==> src/design/tsi_pkg.sv <==
// Shared types, constants and store sizes of the triangle shading interpolator.
`default_nettype none

package tsi_pkg;

   // store depths
   localparam int VERTEX_DEPTH = 1024;
   localparam int FACE_DEPTH   = 1024;
   localparam int ATTR_DEPTH   = 4096;

   // store address widths
   localparam int VA_W = (VERTEX_DEPTH > 1) ? $clog2(VERTEX_DEPTH) : 1;
   localparam int FA_W = (FACE_DEPTH > 1) ? $clog2(FACE_DEPTH) : 1;
   localparam int AA_W = (ATTR_DEPTH > 1) ? $clog2(ATTR_DEPTH) : 1;
   // wide enough for any store address and for face * 3 + corner
   localparam int WIDE_W = 20;

   // field widths
   localparam int VAL_W    = 32;
   localparam int INDEX_W  = 12;
   localparam int CORNER_W = 10;
   localparam int OPCODE_W = 3;
   localparam int FACE_W   = 3 * CORNER_W + 1;

   // port widths
   localparam int REQ_DATA_W = 144;
   localparam int RSP_DATA_W = 160;
   localparam int CSR_IDX_W  = 2;
   localparam int CSR_DATA_W = 1;

   // item queue between front and back
   localparam int QUEUE_DEPTH = 4;
   localparam int QP_W        = $clog2(QUEUE_DEPTH);
   localparam int QC_W        = $clog2(QUEUE_DEPTH + 1);

   // Q16.16 one
   localparam int ONE_Q = 65536;

   // configuration register indexes
   localparam logic [CSR_IDX_W-1:0] CSR_NORMALS_PER_VERTEX = 2'd0;
   localparam logic [CSR_IDX_W-1:0] CSR_COORDS_PER_VERTEX  = 2'd1;
   localparam logic [CSR_IDX_W-1:0] CSR_COORDS_PRESENT     = 2'd2;

   // input opcodes
   localparam logic [OPCODE_W-1:0] OP_VERTEX = 3'd0;
   localparam logic [OPCODE_W-1:0] OP_NORMAL = 3'd1;
   localparam logic [OPCODE_W-1:0] OP_COORD  = 3'd2;
   localparam logic [OPCODE_W-1:0] OP_FACE   = 3'd3;
   localparam logic [OPCODE_W-1:0] OP_SHADE  = 3'd4;

   // classified command held in the queue
   typedef enum logic [2:0] {
      CMD_VERTEX,
      CMD_NORMAL,
      CMD_COORD,
      CMD_FACE,
      CMD_SHADE,
      CMD_BLANK
   } cmd_type;

   typedef struct packed {
      cmd_type                    kind;
      logic [INDEX_W-1:0]         index;
      logic signed [VAL_W-1:0]    val_x;
      logic signed [VAL_W-1:0]    val_y;
      logic signed [VAL_W-1:0]    val_z;
      logic [CORNER_W-1:0]        corner_a;
      logic [CORNER_W-1:0]        corner_b;
      logic [CORNER_W-1:0]        corner_c;
      logic                       smooth;
   } queue_entry_type;

   typedef struct packed {
      logic full;
      logic empty;
   } queue_status_type;

   // face store word
   typedef struct packed {
      logic                smooth;
      logic [CORNER_W-1:0] corner_c;
      logic [CORNER_W-1:0] corner_b;
      logic [CORNER_W-1:0] corner_a;
   } face_type;

   // back end sequencer
   typedef enum logic [3:0] {
      ST_IDLE,
      ST_FACE_RD,
      ST_FACE_WAIT,
      ST_FETCH,
      ST_EDGE,
      ST_ESHIFT,
      ST_MUL,
      ST_ACC,
      ST_NMAG,
      ST_NSHIFT,
      ST_SQRT,
      ST_DIV_LD,
      ST_DIV,
      ST_OUT
   } back_state_type;

   // what the shared multiplier is working on
   typedef enum logic [1:0] {
      MODE_NRM,
      MODE_CROSS,
      MODE_TEX,
      MODE_SQ
   } mac_mode_type;

endpackage

`default_nettype wire

==> src/design/tsi_front.sv <==
// Front end: takes input items, classifies them and drops those that do nothing.
`default_nettype none

module tsi_front (
   input  logic                            req_tvalid,
   output logic                            req_tready,
   input  logic [tsi_pkg::REQ_DATA_W-1:0]  req_tdata,
   input  logic [tsi_pkg::OPCODE_W-1:0]    req_tuser,
   input  tsi_pkg::queue_status_type       qstat,
   output logic                            push,
   output tsi_pkg::queue_entry_type        entry
);

   logic [31:0] idx32;
   logic        keep;

   assign req_tready = !qstat.full;
   assign idx32      = 32'(req_tdata[11:0]);

   // unpack payload
   always_comb begin
      entry.index    = req_tdata[11:0];
      entry.val_x    = req_tdata[43:12];
      entry.val_y    = req_tdata[75:44];
      entry.val_z    = req_tdata[107:76];
      entry.corner_a = req_tdata[117:108];
      entry.corner_b = req_tdata[127:118];
      entry.corner_c = req_tdata[137:128];
      entry.smooth   = req_tdata[138];
      entry.kind     = tsi_pkg::CMD_BLANK;
      keep           = 1'b0;
      // classify; drop writes past a store and unused opcodes
      unique case (req_tuser)
         tsi_pkg::OP_VERTEX: begin
            entry.kind = tsi_pkg::CMD_VERTEX;
            keep       = idx32 < 32'(tsi_pkg::VERTEX_DEPTH);
         end
         tsi_pkg::OP_NORMAL: begin
            entry.kind = tsi_pkg::CMD_NORMAL;
            keep       = idx32 < 32'(tsi_pkg::ATTR_DEPTH);
         end
         tsi_pkg::OP_COORD: begin
            entry.kind = tsi_pkg::CMD_COORD;
            keep       = idx32 < 32'(tsi_pkg::ATTR_DEPTH);
         end
         tsi_pkg::OP_FACE: begin
            entry.kind = tsi_pkg::CMD_FACE;
            keep       = idx32 < 32'(tsi_pkg::FACE_DEPTH);
         end
         tsi_pkg::OP_SHADE: begin
            entry.kind = (idx32 < 32'(tsi_pkg::FACE_DEPTH)) ? tsi_pkg::CMD_SHADE
                                                            : tsi_pkg::CMD_BLANK;
            keep       = 1'b1;
         end
         default: begin
            keep = 1'b0;
         end
      endcase
   end

   assign push = req_tvalid && req_tready && keep;

endmodule

`default_nettype wire

==> config.mk <==
export PLATFORM = sky130hd
export DESIGN_NAME = tsi_front
export DESIGN_NICKNAME = d
export VERILOG_FILES = /design/src/design/tsi_pkg.sv /design/src/design/tsi_front.sv
export SDC_FILE = /design/constraint.sdc
export NUM_CORES = 1
export LEC_CHECK = 0
export ABC_AREA = 1
export BUFFER_PORTS_ARGS = -buffer_cell sky130_fd_sc_hd__buf_2
export CAP_MARGIN = 20
export CORE_AREA = 2 2 113 115
export DETAILED_ROUTE_END_ITERATION = 7
export DIE_AREA = 0 0 115 117
export PLACE_DENSITY_LB_ADDON = 0.2
export SLEW_MARGIN = 10
export SYNTH_ARGS = -nofsm -noshare
export SYNTH_HDL_FRONTEND = slang
export SYNTH_SLANG_ARGS = --single-unit
==> constraint.sdc <==
create_clock -name vclk -period 0.9
set_input_delay 0.09 -clock vclk [all_inputs]
set_output_delay 0.09 -clock vclk [all_outputs]
set_load 0.05 [all_outputs]
==> summary.txt <==
gr usage total - 3.022%
Synth Cell Area - 0.001115 mm²
Die ar. - 0.01346 mm²
share of layout cells above drive strength 1 - 54.84%
drt first pass iters - 2
Switch Pwr - 90.66 µW
Max Slew Vio Count - 0
register area - 0 µm²
Synth area leaders - buf_4 (94%), nor2_1 (2.0%), inv_1 (1.7%)
pwr dens - 371.8 mW/mm²
Detailed Route Iter0 Violations - 1
Vias - 359
slew of the pin with the lowest slew margin - 0.2573 ns
XOR/XNOR share of the synthesized area - 0%
Finished Core Util - 2.774%
largest net degree at the start of global routing - 5
normalized max-slew margin - 82.97%
Max Clock Freq - 1198 MHz
dominant cell type by area after synthesis - buf_4
fill count - 1482
unrepaired setup endpoints after global routing - no
simple-gate share of the synthesized area - 2.806%
final WL - 2471 µm
Initial Util - 9.055%
post-route minimum period - 0.8348 ns
GPL Wtd Cong - 0.6292
Syn Inst Count - 156
run status - complete, no violations
DRT antenna net count - 0
initial antenna violation count - 0
Worst Path Arrival - 0.74 ns
Clock Buffer Count - 0
Rows - 41
Compound-Gate Fraction of Synth Area - 1.571%
Die Span Y - 117 µm
most common cell in the netlist - buf_4
Placed Instance Area - 339.1 µm²
sequential share of power - 0%
post-synthesis net count - 306
Nets - 183
DRC viols - 0
dpl hpwl - 2027 µm
Ports - 294
sequential area share after synthesis - 0%
Synth Area in Adders - 0%
post-synthesis mux area share - 0%
Switching Share - 71.40%
fin crit share - 92.75%
leakage - 0.0001101 µW
P&R area growth vs syn - -69.36%
Hold Fails Final Rpt - 0
mean area per synthesized cell - 7.146 µm²
Crit Path Class - input pin to primary output
vias per cell - 1.983
FFs & Latches - 0
crit path launch type - input pin
synth cell count leaders - buf_4 (139), nor2_1 (6), inv_1 (5)
P_int - 36.32 µW
Hold-fix buffers, CTS - 0
cell area after layout - 341.6 µm²
core area - 0.01231 mm²
clock network fraction of design power - 0%
combinational power share - 100.0%
die width - 115 µm
Setup Fix Bufs, Post-CTS - 0
synth warn - 0
Crit Path Max Fanout - 4
grt ovf - 0
port bufs - 14
Worst VDD drop - 25.73 µV
Ant. Diodes - 0
vias in the first global route - 423
number of max-capacitance violations reported - 0
HP Class - input pin to primary output
wire length per cell - 13.65 µm
Synth top area share - 93.60%
Critical Path Sink Type - primary output
worst path required time - 0.81 ns
largest family of logic cells by synthesized area - buffers and inverters
first-pass GRT wire length - 2856 µm
Final Setup Violations - 0
Distinct cells, synth - 8
final timing paths:
kind / startpoint / end / slack, ns / depth (start not counted)
setup / recovery: req_tuser[1] / push / 0.07 / 6
hold / removal: req_tdata[22] / entry[105] / 0.18 / 0
routing by layer:
layer	vias up	share of wire, %	track usage, %
li1	78	-	-
met1	94	6.4	0.2171
met2	101	33	3.608
met3	86	33	3.450
met4	0	27	9.076
met5	-	0	0
logic make-up after synthesis:
family          after synthesis
compound gates                3
buf+inv                     145
simple gates                  8
cell type report:
class | instances | area [µm²] | share of cell area [%]
inverters | 5 | 18.77 | 5.494
multi-input cells | 11 | 55.05 | 16.12
well taps | 150 | 187.7 | 54.94
repair buffers | 15 | 80.08 | 23.44
critical path: stages:
cell and delay, ns:
buf_2 0.12, nor2_1 0.12, nor2_1 0.06, nor2_1 0.13, nor2_2 0.04, buf_4 0.18
power groups by stage:
stage | Clock [µW] | Combinational [µW] | Sequential, µW
2_1_floorplan | 0 | 1730 | 0
3_3_place_gp | 0 | 129 | 0
3_5_place_dp | 0 | 127 | 0
4_1_cts | 0 | 127 | 0
5_1_grt | 0 | 136 | 0
6_report | 0 | 127 | 0
per-stage QoR:
stage | setup WS [ns] | std cells | hold WS (ns) | setup TNS (ns) | power (µW)
floorplan | 0.05372 | 156 | 0.3471 | 0 | 1731
global placement | -0.002059 | 181 | 0.1803 | -0.002059 | 128.5
detailed placement | 0.01752 | 181 | 0.1803 | 0 | 126.8
CTS | 0.01684 | 181 | 0.1803 | 0 | 127.2
global route | 0.004591 | 181 | 0.1801 | 0 | 136.2
finish | 0.06524 | 181 | 0.1800 | 0 | 127.0
placed cells by master (no fill, tap or decap):
| cell type | synthesis | final |
|---|---|---|
| buf_2 | 0 | 13 |
| buf_4 | 139 | 2 |
| inv_1 | 5 | 5 |
| nand2_1 | 1 | 1 |
| nor2_1 | 6 | 5 |
| nor2_2 | 0 | 1 |
| nor3_1 | 1 | 1 |
| o21ai_0 | 2 | 1 |
| o21ai_1 | 0 | 1 |
| o21bai_2 | 0 | 1 |
timing repair:
| item | in CTS | in global routing |
|---|---|---|
| endpoints found under the hold margin | 0 | 0 |
| endpoints found under the setup margin | 0 | 1 |
| resized for setup | 0 | 3 |
Power figures use the tool's default switching activity.
