## src/design/tsi_pkg.sv

```systemverilog
// Shared types, constants and store sizes of the triangle shading interpolator.
`default_nettype none

package tsi_pkg;

   // store depths
   localparam int VERTEX_DEPTH = 1024;
   localparam int FACE_DEPTH   = 1024;
   localparam int ATTR_DEPTH   = 4096;

   // store address widths
   localparam int VA_W = (VERTEX_DEPTH > 1) ? $clog2(VERTEX_DEPTH) : 1;
   localparam int FA_W = (FACE_DEPTH > 1) ? $clog2(FACE_DEPTH) : 1;
   localparam int AA_W = (ATTR_DEPTH > 1) ? $clog2(ATTR_DEPTH) : 1;
   // wide enough for any store address and for face * 3 + corner
   localparam int WIDE_W = 20;

   // field widths
   localparam int VAL_W    = 32;
   localparam int INDEX_W  = 12;
   localparam int CORNER_W = 10;
   localparam int OPCODE_W = 3;
   localparam int FACE_W   = 3 * CORNER_W + 1;

   // port widths
   localparam int REQ_DATA_W = 144;
   localparam int RSP_DATA_W = 160;
   localparam int CSR_IDX_W  = 2;
   localparam int CSR_DATA_W = 1;

   // item queue between front and back
   localparam int QUEUE_DEPTH = 4;
   localparam int QP_W        = $clog2(QUEUE_DEPTH);
   localparam int QC_W        = $clog2(QUEUE_DEPTH + 1);

   // Q16.16 one
   localparam int ONE_Q = 65536;

   // configuration register indexes
   localparam logic [CSR_IDX_W-1:0] CSR_NORMALS_PER_VERTEX = 2'd0;
   localparam logic [CSR_IDX_W-1:0] CSR_COORDS_PER_VERTEX  = 2'd1;
   localparam logic [CSR_IDX_W-1:0] CSR_COORDS_PRESENT     = 2'd2;

   // input opcodes
   localparam logic [OPCODE_W-1:0] OP_VERTEX = 3'd0;
   localparam logic [OPCODE_W-1:0] OP_NORMAL = 3'd1;
   localparam logic [OPCODE_W-1:0] OP_COORD  = 3'd2;
   localparam logic [OPCODE_W-1:0] OP_FACE   = 3'd3;
   localparam logic [OPCODE_W-1:0] OP_SHADE  = 3'd4;

   // classified command held in the queue
   typedef enum logic [2:0] {
      CMD_VERTEX,
      CMD_NORMAL,
      CMD_COORD,
      CMD_FACE,
      CMD_SHADE,
      CMD_BLANK
   } cmd_type;

   typedef struct packed {
      cmd_type                    kind;
      logic [INDEX_W-1:0]         index;
      logic signed [VAL_W-1:0]    val_x;
      logic signed [VAL_W-1:0]    val_y;
      logic signed [VAL_W-1:0]    val_z;
      logic [CORNER_W-1:0]        corner_a;
      logic [CORNER_W-1:0]        corner_b;
      logic [CORNER_W-1:0]        corner_c;
      logic                       smooth;
   } queue_entry_type;

   typedef struct packed {
      logic full;
      logic empty;
   } queue_status_type;

   // face store word
   typedef struct packed {
      logic                smooth;
      logic [CORNER_W-1:0] corner_c;
      logic [CORNER_W-1:0] corner_b;
      logic [CORNER_W-1:0] corner_a;
   } face_type;

   // back end sequencer
   typedef enum logic [3:0] {
      ST_IDLE,
      ST_FACE_RD,
      ST_FACE_WAIT,
      ST_FETCH,
      ST_EDGE,
      ST_ESHIFT,
      ST_MUL,
      ST_ACC,
      ST_NMAG,
      ST_NSHIFT,
      ST_SQRT,
      ST_DIV_LD,
      ST_DIV,
      ST_OUT
   } back_state_type;

   // what the shared multiplier is working on
   typedef enum logic [1:0] {
      MODE_NRM,
      MODE_CROSS,
      MODE_TEX,
      MODE_SQ
   } mac_mode_type;

endpackage

`default_nettype wire

```

## src/design/tsi_queue.sv

```systemverilog
// Short item queue between the front end and the back end.
`default_nettype none

module tsi_queue (
   input  logic                        clock,
   input  logic                        reset,
   input  logic                        push,
   input  tsi_pkg::queue_entry_type    push_entry,
   input  logic                        pop,
   output tsi_pkg::queue_entry_type    head,
   output tsi_pkg::queue_status_type   qstat
);

   tsi_pkg::queue_entry_type    entry_ff [tsi_pkg::QUEUE_DEPTH];
   logic [tsi_pkg::QP_W-1:0]    wr_ptr_ff, wr_ptr_in;
   logic [tsi_pkg::QP_W-1:0]    rd_ptr_ff, rd_ptr_in;
   logic [tsi_pkg::QC_W-1:0]    count_ff, count_in;

   // pointer and fill update
   always_comb begin
      wr_ptr_in = push ? wr_ptr_ff + 1'b1 : wr_ptr_ff;
      rd_ptr_in = pop ? rd_ptr_ff + 1'b1 : rd_ptr_ff;
      count_in  = count_ff;
      if (push && !pop) begin
         count_in = count_ff + 1'b1;
      end else if (pop && !push) begin
         count_in = count_ff - 1'b1;
      end
   end

   always_ff @(posedge clock) begin
      if (reset) begin
         wr_ptr_ff <= '0;
         rd_ptr_ff <= '0;
         count_ff  <= '0;
      end else begin
         wr_ptr_ff <= wr_ptr_in;
         rd_ptr_ff <= rd_ptr_in;
         count_ff  <= count_in;
      end
   end

   // store item
   always_ff @(posedge clock) begin
      if (push) begin
         entry_ff[wr_ptr_ff] <= push_entry;
      end
   end

   assign head        = entry_ff[rd_ptr_ff];
   assign qstat.full  = count_ff == tsi_pkg::QC_W'(tsi_pkg::QUEUE_DEPTH);
   assign qstat.empty = count_ff == '0;

endmodule

`default_nettype wire

```

## config.mk

```make
export PLATFORM = sky130hd
export DESIGN_NAME = tsi_queue
export DESIGN_NICKNAME = d
export VERILOG_FILES = /design/src/design/tsi_pkg.sv /design/src/design/tsi_queue.sv
export SDC_FILE = /design/constraint.sdc
export NUM_CORES = 1
export LEC_CHECK = 0
export BUFFER_PORTS_ARGS = -buffer_cell sky130_fd_sc_hd__buf_2
export CORE_MARGIN = 10
export CORE_UTILIZATION = 57
export CTS_BUF_LIST = sky130_fd_sc_hd__clkbuf_16
export DETAILED_ROUTE_END_ITERATION = 10
export PLACE_DENSITY = 0.79
export SLEW_MARGIN = 30
export SYNTH_ARGS = -nofsm -noshare
export SYNTH_HDL_FRONTEND = slang
export SYNTH_SLANG_ARGS = --single-unit
```

## constraint.sdc

```tcl
create_clock -name clock -period 5.1 [get_ports clock]
set_clock_uncertainty 0.05 [all_clocks]
set_input_delay 0.765 -clock clock [delete_from_list [all_inputs] [get_ports clock]]
set_output_delay 0.765 -clock clock [all_outputs]
set_load 0.05 [all_outputs]
```

==> flow_summary.toml <==
[status]
outcome = "completed"

[grt]
grt_pass1_vias = 9979
gr-total-overflow = 0
grt_pass1_wl_um = 62700
grt_max_degree = 77
antenna_found_initial = 11
grt.total_usage_pct = 18.7

[synthesis]
synth_xor_area_share_pct = 0.210
yosysSeqAreaShare_pct = 82.5
synthAdderAreaFrac_pct = 0.395
synth_edf_count = 568
synth-main-ff-cell = "edfxtp_1"
ys_seq_elements = 577
avgSynthCellArea_um2 = 26.6
ys_warn_count = 0
synthSimpleGateAreaFrac_pct = 0.353
async_flop_share_pct = 0
synth_top_family_by_area = "multiplexers"
synth_area_um2 = 20900
synthCells = 786
synth_compound_area_share_pct = 0.0479
synthMuxAreaShare_pct = 15.4
synthDistinctLibCells = 20
syn-num-nets = 938

[power]
net-switching-power_mw = 2.79
pwr-share-clk_pct = 34.4
peakVddDrop_v = 0.000370
p_int_mw = 7.95
power_frac_comb_pct = 14.1
seqPwrFrac_pct = 51.5
powerDensity_nw_per_um2 = 437
swShare_pct = 26.0
power.leakage_nw = 8.31

[route]
viasPerCell = 5.70
drcViolationCount = 0
drtAntennaViolNets = 0
first_pass_iters = 5
route.vias.total = 9293
drt-initial-drc-count = 698
totalWireLength_um = 41600
wl_per_cell_um = 25.5

[setup_path]
crit_path_start_kind = "flip-flop"
cpMaxStageDelayCell = "dfxtp_4"
reg2reg_depth = 4
path_buf_inv = 2
path_max_fanout = 36
critPathRequiredTime_ns = 4.28
cp.arrival_ns = 2.71
cpPeakStageDelay_ns = 0.87
cp.depth = 3
reg2reg_to = "entry_ff[2][51]$_DFFE_PP_"
cp-end-kind = "output port"
rr_startpoint = "wr_ptr_ff[0]$_SDFFE_PP0P_"
rrSetupSlack_ns = 2.82
crit_end = "head[54]"
crit_type = "reg -> out"
path_cells = "buf_4 > mux4_2 > buf_2"
crit_family = "flip-flops"

[die]
ios = 290
dieArea_um2 = 44700
die_w_um = 211
coreArea_um2 = 36400
rows = 70
die_h_um = 211
initial_core_util_pct = 57.4

[cells_and_area]
drive_gt1_share_pct = 45.4
nNetsFinal = 1265
syn_to_final_growth_pct = 17.7

[placement]
gp_congestion = 0.715
port_buffers = 289
dp_hpwl_um = 25900

[sta]
rsz0062_at_grt = "no"
worst_pin_slew_ns = 0.832
setup_violations = 0
finalMaxSlewViolations = 0
tns_ns = 0
slew_headroom_pct = 44.6
hold_viol = 0
holdWs_ns = 0.329
layout_min_cycle_time_ns = 3.52
period_share_pct = 69.1
max_freq_mhz = 284

[clock_network]
clk_latency_ns = 0.58
postCtsSetupBuffers = 0
cts_tree = "built"
cts_buffers = 54
cts_hold_buf = 0
clkSinkCount = 577
cts-htree-levels = 2
cts-root-buf = "clkbuf_16"
cts.repair.resized = 0
clk_path_buf_depth = 3
clk_pin_slew_ns = 0.06

[job]
maxCapViolations = 0

[hold_path]
hold_path.class = "in -> reg"
[worst reg2reg max path, stage by stage (launching register included)]
cell	delay, ns
dfxtp_1	0.36
inv_1	0.10
ha_1	0.14
and2_4	0.66
buf_4	0.61
[per-layer routing]
layer	part of all wire, %	routed length, µm	track usage [%]
met4	1.5	612	4.31
met2	49	20400	29.5
met3	9.8	4090	7.19
met1	39	16300	24.5
met5	0.22	93	0
[layout by cell type, fill, tap and decap left out, drive strengths merged, types with 4 or more instances in the layout]
cell type	netlist	layout
buf	26	304
clkbuf	7	55
ha	5	5
nor2	7	7
mux4	142	142
diode	0	7
dfxtp	9	9
edfxtp	568	568
and2	4	4
inv	4	22
clkinv	0	20
[registers in the layout (all words and copies together) (netlist names), named ones only]
signal     count
wr_ptr_ff      2
rd_ptr_ff      2
entry_ff     568
count_ff       3
[through the flow]
stage          setup slack, ns  instances  total power, mW  util, %  instance area [µm²]
2_1_floorplan            0.522        786             6.76        -                20900
3_3_place_gp              2.10       1525             7.14     62.9                22900
3_5_place_dp              2.10       1525             7.17     62.9                22900
4_1_cts                   1.46       1623             10.8     67.5                24600
5_1_grt                   1.38       1625             11.1     67.5                24600
6_report                  1.58       1630             10.7     67.5                24600
[power groups by stage]
stage	combinational [mW]	sequential [mW]	clock [mW]
finish	1.51	5.53	3.69
floorplan	1.15	5.61	0
CTS	1.54	5.54	3.76
global route	1.59	5.55	3.96
detailed placement	1.53	5.63	0
global placement	1.52	5.62	0
[synth_stat cells (2+ instances only)]
| cell | instances | area [µm²] |
|---|---|---|
| clkbuf_1 | 7 | 26.3 |
| ha_1 | 5 | 62.6 |
| edfxtp_1 | 568 | 17100 |
| xor2_1 | 3 | 26.3 |
| buf_2 | 16 | 80.1 |
| and2_1 | 4 | 25.0 |
| buf_6 | 10 | 113 |
| xnor2_1 | 2 | 17.5 |
| dfxtp_1 | 9 | 180 |
| nor2_1 | 7 | 26.3 |
| mux2i_1 | 2 | 20.0 |
| inv_1 | 4 | 15.0 |
| mux4_2 | 142 | 3200 |
[area by class of cell]
cell class | count | area (µm²)
fillers | 2189 | 11800
multi-input cells | 172 | 3440
repair buffers | 304 | 1650
diodes | 7 | 17.5
well taps | 468 | 586
clock inverters | 43 | 270
flip-flops and latches | 577 | 17200
clock buffers | 55 | 1380
inverters | 4 | 15.0
[worst min path at each step]
stage | slack (ns) | cells past startpoint | endpoint | from
after floorplan | 0.42 | 2 | count_ff[2]$_SDFFE_PP0P_ | count_ff[2]$_SDFFE_PP0P_
after CTS | 0.29 | 1 | entry_ff[0][122]$_DFFE_PP_ | push_entry[122]
final | 0.33 | 1 | entry_ff[0][122]$_DFFE_PP_ | push_entry[122]
after global routing | 0.30 | 1 | entry_ff[1][60]$_DFFE_PP_ | push_entry[60]
after global placement | 0.43 | 2 | count_ff[2]$_SDFFE_PP0P_ | count_ff[2]$_SDFFE_PP0P_
after detailed placement | 0.49 | 2 | flip-flop | rd_ptr_ff[1]$_SDFFE_PP0P_
[logic make-up after synthesis]
logic type	count (synthesis)
buffers and inverters	37
flip-flops	577
AO/OA/AOI/OAI	2
adder cells (fa/ha/maj)	6
multiplexers	144
XOR/XNOR	5
AND/OR/NAND/NOR	15
No activity file was read; power rests on OpenSTA's default activity.
